$ cat src/design/aarr_pkg.sv
// ----------------------------------------------------------------------------
// aarr_pkg
// Shared types and constants of the annular arc row rasterizer: register set,
// row job record, pipeline beat and the sine/cosine threshold tables.
// ----------------------------------------------------------------------------
package aarr_pkg;

  // Signed width of internal screen coordinates.
  localparam int CW = 12;
  typedef logic signed [CW-1:0] coord_t;

  // Register indexes of the configuration port.
  localparam logic [2:0] REG_CENTER_X     = 3'd0;
  localparam logic [2:0] REG_CENTER_Y     = 3'd1;
  localparam logic [2:0] REG_INNER_RADIUS = 3'd2;
  localparam logic [2:0] REG_OUTER_RADIUS = 3'd3;
  localparam logic [2:0] REG_START_ANGLE  = 3'd4;
  localparam logic [2:0] REG_END_ANGLE    = 3'd5;
  localparam logic [2:0] REG_PIXEL_COLOR  = 3'd6;

  typedef struct packed {
    logic [7:0]  center_x;
    logic [7:0]  center_y;
    logic [6:0]  inner_radius;
    logic [6:0]  outer_radius;
    logic [8:0]  start_angle;
    logic [9:0]  end_angle;
    logic [15:0] pixel_color;
  } cfg_t;

  // One row that survived the setup checks.
  typedef struct packed {
    logic [7:0]        row;
    logic signed [7:0] dy;
    logic [6:0]        dxi;
    coord_t            rx0;
    coord_t            rx1;
  } job_t;

  // Beat kinds in the pixel pipeline.
  localparam logic [1:0] KIND_PIX   = 2'd0;
  localparam logic [1:0] KIND_CLOSE = 2'd1;
  localparam logic [1:0] KIND_FLUSH = 2'd2;

  typedef struct packed {
    logic       vld;
    logic [1:0] kind;
    coord_t     x;
    logic [7:0] row;
    logic [7:0] ax;
    logic [7:0] ay;
    logic       neg_x;
    logic       pos_y;
    logic       far;
    logic [6:0] cnt;
  } beat_t;

  // Number of half-degree thresholds in one quadrant and search depth.
  localparam int NK     = 90;
  localparam int NSRCH  = 7;
  localparam int MAX_RUNS = 4;

  localparam logic [63:0] PI_Q30 = 64'd3373259426;

  typedef logic [NK-1:0][30:0] trig_tab_t;

  // Q30 sine or cosine of (k + 0.5) degrees by an 11-term series.
  function automatic trig_tab_t build_trig(input bit want_cos);
    trig_tab_t   tab;
    logic [63:0] x, x2, ts, tc, s, c;
    for (int k = 0; k < NK; k++) begin
      x  = (PI_Q30 * 64'(2 * k + 1)) / 64'd360;
      x2 = (x * x) >> 30;
      ts = x;
      tc = 64'd1 << 30;
      s  = x;
      c  = 64'd1 << 30;
      for (int n = 1; n <= 10; n++) begin
        ts = ((ts * x2) >> 30) / 64'((2 * n) * (2 * n + 1));
        tc = ((tc * x2) >> 30) / 64'((2 * n - 1) * (2 * n));
        if ((n & 1) == 1) begin
          s = s - ts;
          c = c - tc;
        end else begin
          s = s + ts;
          c = c + tc;
        end
      end
      tab[k] = want_cos ? c[30:0] : s[30:0];
    end
    return tab;
  endfunction

  localparam trig_tab_t COS_TAB = build_trig(1'b1);
  localparam trig_tab_t SIN_TAB = build_trig(1'b0);

endpackage

$ cat src/design/aarr_queue.sv
// ----------------------------------------------------------------------------
// aarr_queue
// Two-entry queue of row jobs between the setup front and the pixel back.
// ----------------------------------------------------------------------------
module aarr_queue (
  input  logic          clk,
  input  logic          rst,
  input  logic          push,
  input  aarr_pkg::job_t din,
  output logic          full,
  input  logic          pop,
  output aarr_pkg::job_t dout,
  output logic          empty
);
  import aarr_pkg::*;

  job_t       mem [2];
  logic       wptr;
  logic       rptr;
  logic [1:0] count;

  assign full  = (count == 2'd2);
  assign empty = (count == 2'd0);
  assign dout  = mem[rptr];

  always_ff @(posedge clk) begin
    if (push && !full) begin
      mem[wptr] <= din;
    end
  end

  always_ff @(posedge clk) begin
    if (rst) begin
      wptr  <= 1'b0;
      rptr  <= 1'b0;
      count <= 2'd0;
    end else begin
      if (push && !full) begin
        wptr <= ~wptr;
      end
      if (pop && !empty) begin
        rptr <= ~rptr;
      end
      count <= count + 2'(push && !full) - 2'(pop && !empty);
    end
  end

endmodule

$ cat config.mk
export PLATFORM = sky130hd
export DESIGN_NAME = aarr_queue
export DESIGN_NICKNAME = d
export VERILOG_FILES = /design/src/design/aarr_pkg.sv /design/src/design/aarr_queue.sv
export SDC_FILE = /design/constraint.sdc
export NUM_CORES = 1
export LEC_CHECK = 0
export BUFFER_PORTS_ARGS = -buffer_cell sky130_fd_sc_hd__buf_2
export CORE_ASPECT_RATIO = 1.25
export CORE_MARGIN = 2
export CORE_UTILIZATION = 50
export CTS_BUF_LIST = sky130_fd_sc_hd__clkbuf_16
export DETAILED_ROUTE_END_ITERATION = 16
export GPL_ROUTABILITY_DRIVEN = 0
export HOLD_SLACK_MARGIN = 0.1
export PLACE_DENSITY = 0.77
export SLEW_MARGIN = 25
export SYNTH_ARGS = -nofsm -noshare
export SYNTH_HDL_FRONTEND = slang
export SYNTH_SLANG_ARGS = --single-unit
$ cat constraint.sdc
create_clock -name clk -period 3.35 [get_ports clk]
set_clock_uncertainty 0.2 [all_clocks]
set_input_delay 0.1675 -clock clk [delete_from_list [all_inputs] [get_ports clk]]
set_output_delay 0.1675 -clock clk [all_outputs]
set_load 0.02 [all_outputs]
==> results.tsv <==
metric	value	unit
status	finished, final reports clean	
wl_per_cell	14.9	um
synth_cells	173	
drc_errors	0	
post-synth-top-count-cell	edfxtp_1	
synth_seq_cells	99	
grt_max_degree	27	
syn-num-nets	226	
power_density	728	mW/mm^2
endpoint_kind	output port	
hold_class	input port to flip-flop	
synth_top_cell_area_share	0.777	
path_delay_family	flip-flops	
place_ws	1.26	ns
required	2.98	ns
relSlewSlack	0.661	
max_freq	0.476	GHz
max_stage_delay	0.53	ns
synth-main-ff-cell	edfxtp_1	
worstSetupPathType	flip-flop to output port	
yosys-top-cells-count	edfxtp_1 (94), mux2_1 (47), dfxtp_1 (5)	
cts_root_buffer	clkbuf_16	
regToRegSetupSlack	1.27	ns
die_h	99.3	um
grt_antenna_before_repair	0	
ir_worst_vdd	0.000485	V
cts_tree	done	
drive_gt1_frac	0.364	
clkTransAtPathRegs	0.06	ns
gr-total-overflow	0	
io_pins	100	
crit_chain	buf_4 -> mux2_1 -> buf_2	
cap_violations	0	
r2r_start	count[0]	
grt_pass1_vias	2140	
area_delta_synth_final	38.8	%
fp.dieArea	0.00796	mm^2
worst_slack	1.25	ns
async_flop_share	0	
core	0.00702	mm^2
syn_avg_cell_area	21.0	um^2
synth.distinct_cells	21	
dp_hpwl	3850	um
tightest_slew	0.507	ns
antenna_left	0	
yosys_warnings	0	
grt_setup_unrepaired	false	
drt-total-wl	6370	um
rows	34	
min-delay-start	push	
io_buffer_count	99	
crit_slowest_cell	dfxtp_2	
synth_area_leaders	edfxtp_1 (78%), mux2_1 (15%), dfxtp_1 (2.8%)	
drt_iter0_markers	75	
grt_use_total	0.163	
setup_viol	0	
h-tree-depth	3	
seq_area_frac_synth	0.805	
critical_path_arrival	1.73	ns
diodes	0	
vias_per_cell	4.78	
grt_pass1_wl	9450	um
drt_first_pass_iters	4	
die_x	80.2	um
cp_max_fo	18	
cp.buffers_inverters	2	
finalSetupTns	0	ns
ctsResizeCount	0	
fin_crit_sh	0.627	
p_leak	1.96	nW
syn_area	0.00363	mm^2
critPathLaunchType	flip-flop	
fin_nets	386	
clock-sinks	99	
synth_edf_count	94	
cts_buffers	9	
clkLatencyLatePin	0.33	ns
fin_crit	2.10	ns
synth_top_area_cell	edfxtp_1	
clock_path_buffers	2	
report.final.slew_viol_count	0	
start_util	0.517	
vias	2047	
finalHoldViolations	0	
==> area by class of cell <==
cell class              instances  area [um^2]
clock buffers                   9          225
flip-flops and latches         99         2920
inverters                       4         15.0
multi-input cells              65          649
fillers                       457         1980
well taps                      90          113
repair buffers                154         1050
clock inverters                 7         67.6
==> cells by family after synthesis <==
kind of cell	after synthesis	synth area share
xor+xnor	2	0.00483
buf+inv	9	0.0162
compound gates	3	0.00517
flops	99	0.805
mux	47	0.146
fa+ha+maj	2	0.00689
simple gates	11	0.0162
==> layer usage <==
metal | track usage | vias up | wire (um)
met1 | 0.171 | 965 | 2380
met4 | 0.0965 | 0 | 250
met5 | 0 | - | 0
met2 | 0.290 | 70 | 3480
li1 | - | 991 | -
met3 | 0.0399 | 21 | 255
==> report_power, final <==
group	switching, mW	internal [mW]
clock network	0.406	0.575
logic	0.624	0.415
registers	0.0695	1.58
==> worst register-to-register path, stage by stage (launching register included) <==
cell	delay [ns]
dfxtp_1	0.37
nand2b_2	0.16
inv_2	0.05
or3_1	0.34
inv_2	0.40
buf_12	0.27
==> path summary, 6_finish.rpt <==
check | endpoint | cells after the start
max | dout[36] | 3
min | count[1] | 6
max reg2reg | mem[0][38] | 5
min reg2reg | rptr | 2
==> stage by stage <==
step	instance area [um^2]	cells	util	power (mW)	hold WS (ns)
global route	5040	428	0.718	3.83	0.289
CTS	5040	428	0.718	3.70	0.200
detailed placement	4250	362	0.605	2.67	0.158
floorplan	3630	173	-	2.35	0.0366
global placement	4250	362	0.605	2.66	0.157
finish	5040	428	0.718	3.67	0.202
==> flip-flops by register name, summed over array words and instances (netlist names), named ones only <==
name   count
rptr       1
mem       94
wptr       1
count      2
==> cells in the final DEF (no fill, tap or decap), drive strengths merged <==
cell | netlist | final
buf | 5 | 104
edfxtp | 94 | 94
dlygate4sd3 | 0 | 50
mux2 | 47 | 47
clkbuf | 0 | 9
dfxtp | 5 | 5
clkinv | 0 | 5
inv | 4 | 5
nor2 | 4 | 4
ha | 2 | 2
o21a | 1 | 1
nand2b | 1 | 1
nand2 | 1 | 1
and3 | 1 | 1
or3 | 1 | 1
nor2b | 1 | 1
xnor2 | 1 | 1
o21ai | 1 | 1
a21oi | 1 | 1
xor2 | 1 | 1
and2 | 1 | 1
nor3 | 1 | 1
bufinv | 0 | 1
==> timing repair <==
| action | 4_1_cts | 5_1_grt |
|---|---|---|
| hold endpoints to repair | 99 | 0 |
| hold buffers | 50 | 0 |
| setup buffers | 0 | 0 |
Power figures use the tool's default switching activity.
