--- src/design/aarr_pkg.sv ---
// ----------------------------------------------------------------------------
// aarr_pkg
// Shared types and constants of the annular arc row rasterizer: register set,
// row job record, pipeline beat and the sine/cosine threshold tables.
// ----------------------------------------------------------------------------
package aarr_pkg;

  // Signed width of internal screen coordinates.
  localparam int CW = 12;
  typedef logic signed [CW-1:0] coord_t;

  // Register indexes of the configuration port.
  localparam logic [2:0] REG_CENTER_X     = 3'd0;
  localparam logic [2:0] REG_CENTER_Y     = 3'd1;
  localparam logic [2:0] REG_INNER_RADIUS = 3'd2;
  localparam logic [2:0] REG_OUTER_RADIUS = 3'd3;
  localparam logic [2:0] REG_START_ANGLE  = 3'd4;
  localparam logic [2:0] REG_END_ANGLE    = 3'd5;
  localparam logic [2:0] REG_PIXEL_COLOR  = 3'd6;

  typedef struct packed {
    logic [7:0]  center_x;
    logic [7:0]  center_y;
    logic [6:0]  inner_radius;
    logic [6:0]  outer_radius;
    logic [8:0]  start_angle;
    logic [9:0]  end_angle;
    logic [15:0] pixel_color;
  } cfg_t;

  // One row that survived the setup checks.
  typedef struct packed {
    logic [7:0]        row;
    logic signed [7:0] dy;
    logic [6:0]        dxi;
    coord_t            rx0;
    coord_t            rx1;
  } job_t;

  // Beat kinds in the pixel pipeline.
  localparam logic [1:0] KIND_PIX   = 2'd0;
  localparam logic [1:0] KIND_CLOSE = 2'd1;
  localparam logic [1:0] KIND_FLUSH = 2'd2;

  typedef struct packed {
    logic       vld;
    logic [1:0] kind;
    coord_t     x;
    logic [7:0] row;
    logic [7:0] ax;
    logic [7:0] ay;
    logic       neg_x;
    logic       pos_y;
    logic       far;
    logic [6:0] cnt;
  } beat_t;

  // Number of half-degree thresholds in one quadrant and search depth.
  localparam int NK     = 90;
  localparam int NSRCH  = 7;
  localparam int MAX_RUNS = 4;

  localparam logic [63:0] PI_Q30 = 64'd3373259426;

  typedef logic [NK-1:0][30:0] trig_tab_t;

  // Q30 sine or cosine of (k + 0.5) degrees by an 11-term series.
  function automatic trig_tab_t build_trig(input bit want_cos);
    trig_tab_t   tab;
    logic [63:0] x, x2, ts, tc, s, c;
    for (int k = 0; k < NK; k++) begin
      x  = (PI_Q30 * 64'(2 * k + 1)) / 64'd360;
      x2 = (x * x) >> 30;
      ts = x;
      tc = 64'd1 << 30;
      s  = x;
      c  = 64'd1 << 30;
      for (int n = 1; n <= 10; n++) begin
        ts = ((ts * x2) >> 30) / 64'((2 * n) * (2 * n + 1));
        tc = ((tc * x2) >> 30) / 64'((2 * n - 1) * (2 * n));
        if ((n & 1) == 1) begin
          s = s - ts;
          c = c - tc;
        end else begin
          s = s + ts;
          c = c + tc;
        end
      end
      tab[k] = want_cos ? c[30:0] : s[30:0];
    end
    return tab;
  endfunction

  localparam trig_tab_t COS_TAB = build_trig(1'b1);
  localparam trig_tab_t SIN_TAB = build_trig(1'b0);

endpackage

--- src/design/aarr_front.sv ---
// ----------------------------------------------------------------------------
// aarr_front
// Accepts a row, clips it against the outer circle's box and finds the outer
// and inner half-widths with one shared bit-serial square root.
// ----------------------------------------------------------------------------
module aarr_front #(
  parameter int SCREEN_WIDTH  = 240,
  parameter int SCREEN_HEIGHT = 240
) (
  input  logic           clk,
  input  logic           rst,
  input  aarr_pkg::cfg_t cfg,
  input  logic           in_valid,
  output logic           in_ready,
  input  logic [7:0]     in_row,
  output logic           push,
  output aarr_pkg::job_t job,
  input  logic           q_full
);
  import aarr_pkg::*;

  localparam logic [2:0] ST_IDLE  = 3'd0;
  localparam logic [2:0] ST_CHECK = 3'd1;
  localparam logic [2:0] ST_SQO   = 3'd2;
  localparam logic [2:0] ST_SQI   = 3'd3;
  localparam logic [2:0] ST_PUSH  = 3'd4;

  logic [2:0]        state;
  logic [7:0]        row_r;
  logic signed [7:0] dy_r;
  logic [13:0]       dysq_r;
  logic [13:0]       sq_v;
  logic [6:0]        root;
  logic [2:0]        bitpos;
  logic [6:0]        dxo_r;
  logic [6:0]        dxi_r;

  coord_t cx, cy, ro, rw;
  coord_t y0, y1, x0, x1, dy_w, rx0, rx1;
  logic   ok;
  logic [13:0] ro_sq, ri_sq;
  logic [6:0]  trial;
  logic [6:0]  root_next;

  always_comb begin
    cx = coord_t'({4'd0, cfg.center_x});
    cy = coord_t'({4'd0, cfg.center_y});
    ro = coord_t'({5'd0, cfg.outer_radius});
    rw = coord_t'({4'd0, row_r});
    y0 = cy - ro;
    if (y0 < 0) y0 = '0;
    y1 = cy + ro;
    if (y1 > coord_t'(SCREEN_HEIGHT - 1)) y1 = coord_t'(SCREEN_HEIGHT - 1);
    x0 = cx - ro;
    if (x0 < 0) x0 = '0;
    x1 = cx + ro;
    if (x1 > coord_t'(SCREEN_WIDTH - 1)) x1 = coord_t'(SCREEN_WIDTH - 1);
    ok = (cfg.outer_radius != 7'd0) && ({1'b0, cfg.start_angle} < cfg.end_angle) &&
         (x1 >= x0) && (y1 >= y0) && (rw >= y0) && (rw <= y1);
    dy_w   = rw - cy;
    ro_sq  = 14'(cfg.outer_radius) * 14'(cfg.outer_radius);
    ri_sq  = 14'(cfg.inner_radius) * 14'(cfg.inner_radius);
    trial  = root | (7'd1 << bitpos);
    root_next = ((14'(trial) * 14'(trial)) <= sq_v) ? trial : root;
    rx0 = cx - coord_t'({5'd0, dxo_r});
    if (rx0 < 0) rx0 = '0;
    rx1 = cx + coord_t'({5'd0, dxo_r});
    if (rx1 > coord_t'(SCREEN_WIDTH - 1)) rx1 = coord_t'(SCREEN_WIDTH - 1);
  end

  // The square of a signed offset equals the square of its magnitude.
  logic [7:0] ady;
  assign ady = dy_w[CW-1] ? 8'(-dy_w) : dy_w[7:0];

  assign in_ready = (state == ST_IDLE);
  assign push     = (state == ST_PUSH) && !q_full && (rx1 >= rx0);
  assign job      = '{row: row_r, dy: dy_r, dxi: dxi_r, rx0: rx0, rx1: rx1};

  always_ff @(posedge clk) begin
    case (state)
      ST_IDLE: begin
        if (in_valid) row_r <= in_row;
      end
      ST_CHECK: begin
        dy_r   <= dy_w[7:0];
        dysq_r <= 14'(ady) * 14'(ady);
        sq_v   <= ro_sq - (14'(ady) * 14'(ady));
        root   <= '0;
        bitpos <= 3'd6;
      end
      ST_SQO: begin
        if (bitpos == 3'd0) begin
          dxo_r  <= root_next;
          root   <= '0;
          bitpos <= 3'd6;
          sq_v   <= (dysq_r < ri_sq) ? ri_sq - dysq_r : '0;
        end else begin
          root   <= root_next;
          bitpos <= bitpos - 3'd1;
        end
      end
      ST_SQI: begin
        root   <= root_next;
        bitpos <= bitpos - 3'd1;
        if (bitpos == 3'd0) dxi_r <= root_next;
      end
      default: begin
      end
    endcase
  end

  always_ff @(posedge clk) begin
    if (rst) begin
      state <= ST_IDLE;
    end else begin
      case (state)
        ST_IDLE:  if (in_valid) state <= ST_CHECK;
        ST_CHECK: state <= ok ? ST_SQO : ST_IDLE;
        ST_SQO:   if (bitpos == 3'd0) state <= ST_SQI;
        ST_SQI:   if (bitpos == 3'd0) state <= ST_PUSH;
        ST_PUSH:  if (!q_full || rx1 < rx0) state <= ST_IDLE;
        default:  state <= ST_IDLE;
      endcase
    end
  end

endmodule

--- config.mk ---
export PLATFORM = sky130hd
export DESIGN_NAME = aarr_front
export DESIGN_NICKNAME = d
export VERILOG_FILES = /design/src/design/aarr_pkg.sv /design/src/design/aarr_front.sv
export SDC_FILE = /design/constraint.sdc
export NUM_CORES = 1
export LEC_CHECK = 0
export BUFFER_PORTS_ARGS = -buffer_cell sky130_fd_sc_hd__buf_2
export CORE_ASPECT_RATIO = 0.5
export CORE_MARGIN = 1.5
export CORE_UTILIZATION = 45
export CTS_CLUSTER_SIZE = 28
export DETAILED_ROUTE_END_ITERATION = 6
export MAX_ROUTING_LAYER = met4
export PLACE_DENSITY = 0.68
export SETUP_SLACK_MARGIN = 0.1
export SYNTH_ARGS = -nofsm -noshare
export SYNTH_HDL_FRONTEND = slang
export SYNTH_SLANG_ARGS = --single-unit
export TNS_END_PERCENT = 50
--- constraint.sdc ---
create_clock -name clk -period 14.5 [get_ports clk]
set_input_delay 2.9 -clock clk [delete_from_list [all_inputs] [get_ports clk]]
set_output_delay 2.9 -clock clk [all_outputs]
set_load 0.01 [all_outputs]
==> run summary <==
Status: finished, final reports clean
Mux cell area share after synthesis: 0.00420
Avg Cell Area, Syn: 8.66 sq um
Die area: 28900 sq um
Fmax: 82.1 MHz
Critical path's slowest cell: xnor2_1
Met3 WL post-DR: 919 microns
Compound-Gate Fraction of Synth Area: 0.135
DR DRC count: 0
Layout area overhead: 9.60%
TritonCTS clock tree: built
CP arrival: 12240 ps
Wirelength per Cell: 14.1 microns
Grt ovf: 0
XOR/XNOR Fraction of Synth Area: 0.0744
Fin crit share: 0.840
Gpl congestion: 0.887
Clk buf depth: 2
Die height: 121 microns
Metal-1 WL: 13800 microns
Syn Inst Count: 1445
Buffers on Ports: 101
Hold WC Path Type: reg2reg
Drt via density: 5.07
CP startpoint: cfg[49]
Post-CTS setup buffers: 0
Number of flops mapped to enable cells by yosys: 66
Via count of the first global-routing pass: 9456
Required time of the critical path: 14570 ps
Post-synthesis sequential area ratio: 0.163
TritonRoute pass-1 iters: 5
Startpoint types: input port
Fin Hold WS: 613 ps
Pin count of the biggest net entering global routing: 15
Post-synth ARST share: 0
DIE WIDTH: 239 microns
Core area: 26900 sq um
Worst R2R Setup Slack: 4450 ps
Clock Latency Late Sink: 350 ps
Stages on worst setup path: 37
Layout cells sized above 1: 0.0921
First-pass GRT wire length: 45600 microns
Row count: 42
Slew @ Worst Pin: 1220 ps
Final setup vio count: 0
Final HPWL DP: 23000 microns
Register Area: 2040 sq um
Final Max Tran Viols: 0
FF-to-FF path depth: 37
CP Capture Type: flip-flop
Most used cell, CP: fa_1
Synth Area in Simple Gates: 0.157
Worst path top cell family by delay: adder cells
CP Class: in2reg
Metal2 WL: 12000 microns
Total CTS buffers: 9
Sum Neg Setup Slack: 0 ps
CTS resizes: 0
Root Driver: clkbuf_16
Largest family of logic cells by synthesized area: adder cells
CP peak stage delay: 620 ps
Critical path peak fanout: 9
Fillers: 2617
Number of diodes: 0
Main flop type after synthesis: edfxtp_1
# clock sinks: 69
Post-Syn Area: 12500 sq um
Final nets: 1951
Hold Violations, Final: 0
Yosys cell types: 69
DR vias: 9761
Max layer used: met4
Hold buffers post-CTS: 0
Num ports: 126
Clock Skews: 11.5 ps
Reg-to-reg endpoint: sq_v[13]
Fin crit period: 12180 ps
WP buf/inv: 8
Footprint of the multi-input gates: 9430 sq um
Final WL: 27200 microns
Commonest non-fill, non-tap cell in the layout: inv_1
Initial antenna violation count: 0
Initial DRC count: 458
Seq cells post-synth: 69
Worst-path clk slew: 70 ps
H-tree depth: 3
Initial Util: 0.466
Final ANT Viol Nets: 0
RSZ-0062 raised after global routing: no
FF-to-FF Start: row_r[0]
Critical path capture point: sq_v[13]
Post-Synth Adder-Cell Area: 0.381
All-layer global routing usage: 0.203
Max Cap Violations: 0
YS warnings: 0
Most frequent cells in the layout: inv_1 (251), ha_1 (237), nor2_1 (133), buf_2 (101)
Slew margin rel.: 0.182
worst min-delay path by stage:
stage / slack [ps] / cells past startpoint / start / endpoint
2_1_floorplan: 540 / 1 / root[0] / dxi_r[0]
3_3_place_gp: 620 / 2 / state[0] / state[2]
3_5_place_dp: 620 / 2 / state[0] / state[2]
4_1_cts: 610 / 2 / state[0] / state[2]
5_1_grt: 650 / 2 / state[0] / state[2]
6_report: 610 / 2 / state[0] / state[2]
registers in the layout (all words and copies together) (netlist names):
name,flops
sq_v,14
dxo_r,7
dysq_r,13
dy_r,7
dxi_r,7
bitpos,3
root,7
row_r,8
state,3
layer usage:
| metal | up-vias | global-route usage |
|---|---|---|
| met5 | - | - |
| met4 | 0 | 0.0459 |
| met3 | 27 | 0.0271 |
| met2 | 133 | 0.318 |
| met1 | 4564 | 0.280 |
| li1 | 5037 | - |
synthesized netlist by cell type, types with 3 or more instances:
master / number / area (sq um)
a21o_1: 36 / 270
buf_4: 9 / 67.6
nand3_1: 26 / 130
nor2_1: 133 / 499
and2_1: 19 / 119
nor2b_1: 28 / 175
nand2b_1: 21 / 131
clkbuf_1: 13 / 48.8
nand4_1: 10 / 62.6
mux2i_1: 3 / 30.0
fa_1: 90 / 1800
a21oi_1: 77 / 385
o22a_1: 3 / 26.3
nor3_1: 31 / 155
o22ai_1: 7 / 43.8
edfxtp_1: 66 / 1980
nor4_1: 3 / 18.8
xnor2_1: 71 / 622
o211ai_1: 4 / 30.0
ha_1: 237 / 2970
a21boi_0: 9 / 67.6
nor3b_1: 3 / 22.5
or3_1: 8 / 50.1
inv_1: 251 / 942
xor2_1: 29 / 254
o21a_1: 16 / 120
and3_1: 9 / 56.3
o21bai_1: 21 / 158
a31oi_1: 4 / 25.0
dfxtp_1: 3 / 60.1
nand3b_1: 5 / 37.5
o21ai_0: 46 / 230
or2_2: 12 / 75.1
o31a_1: 4 / 35.0
a2111oi_0: 3 / 26.3
nand2_1: 90 / 338
cell families after synthesis:
| group | after synthesis |
|---|---|
| other | 1 |
| flip-flops | 69 |
| buffers and inverters | 274 |
| AND/OR/NAND/NOR | 407 |
| AO/OA/AOI/OAI | 259 |
| adder cells (fa/ha/maj) | 327 |
| multiplexers | 5 |
| XOR/XNOR | 103 |
worst register-to-register path: cells and delay by family (launching register included):
kind	cells	cell delay, ps
adder cells (fa/ha/maj)	12	5190
XOR/XNOR	5	1400
AO/OA/AOI/OAI	6	1190
AND/OR/NAND/NOR	6	950
buffers and inverters	8	640
flip-flops	1	400
stage by stage:
stage	std cells	instance area, sq um	utilization	worst slack [ps]
4_1_cts	1926	13700	0.510	2320
3_5_place_dp	1910	13400	0.500	1960
2_1_floorplan	1452	12500	-	2950
5_1_grt	1926	13700	0.510	1710
3_3_place_gp	1910	13400	0.500	2120
6_report	1926	13700	0.510	2320
area by class of cell:
class | count | area share
tap | 374 | 0.0341
timing repair buffer | 106 | 0.0396
multi-input combinational | 1109 | 0.688
clock inverter | 7 | 0.00365
sequential | 69 | 0.149
inverter | 252 | 0.0690
clock buffer | 9 | 0.0164
Power is not shown: default switching activity piles up to over one toggle a cycle in this logic, so the estimate is an artifact.
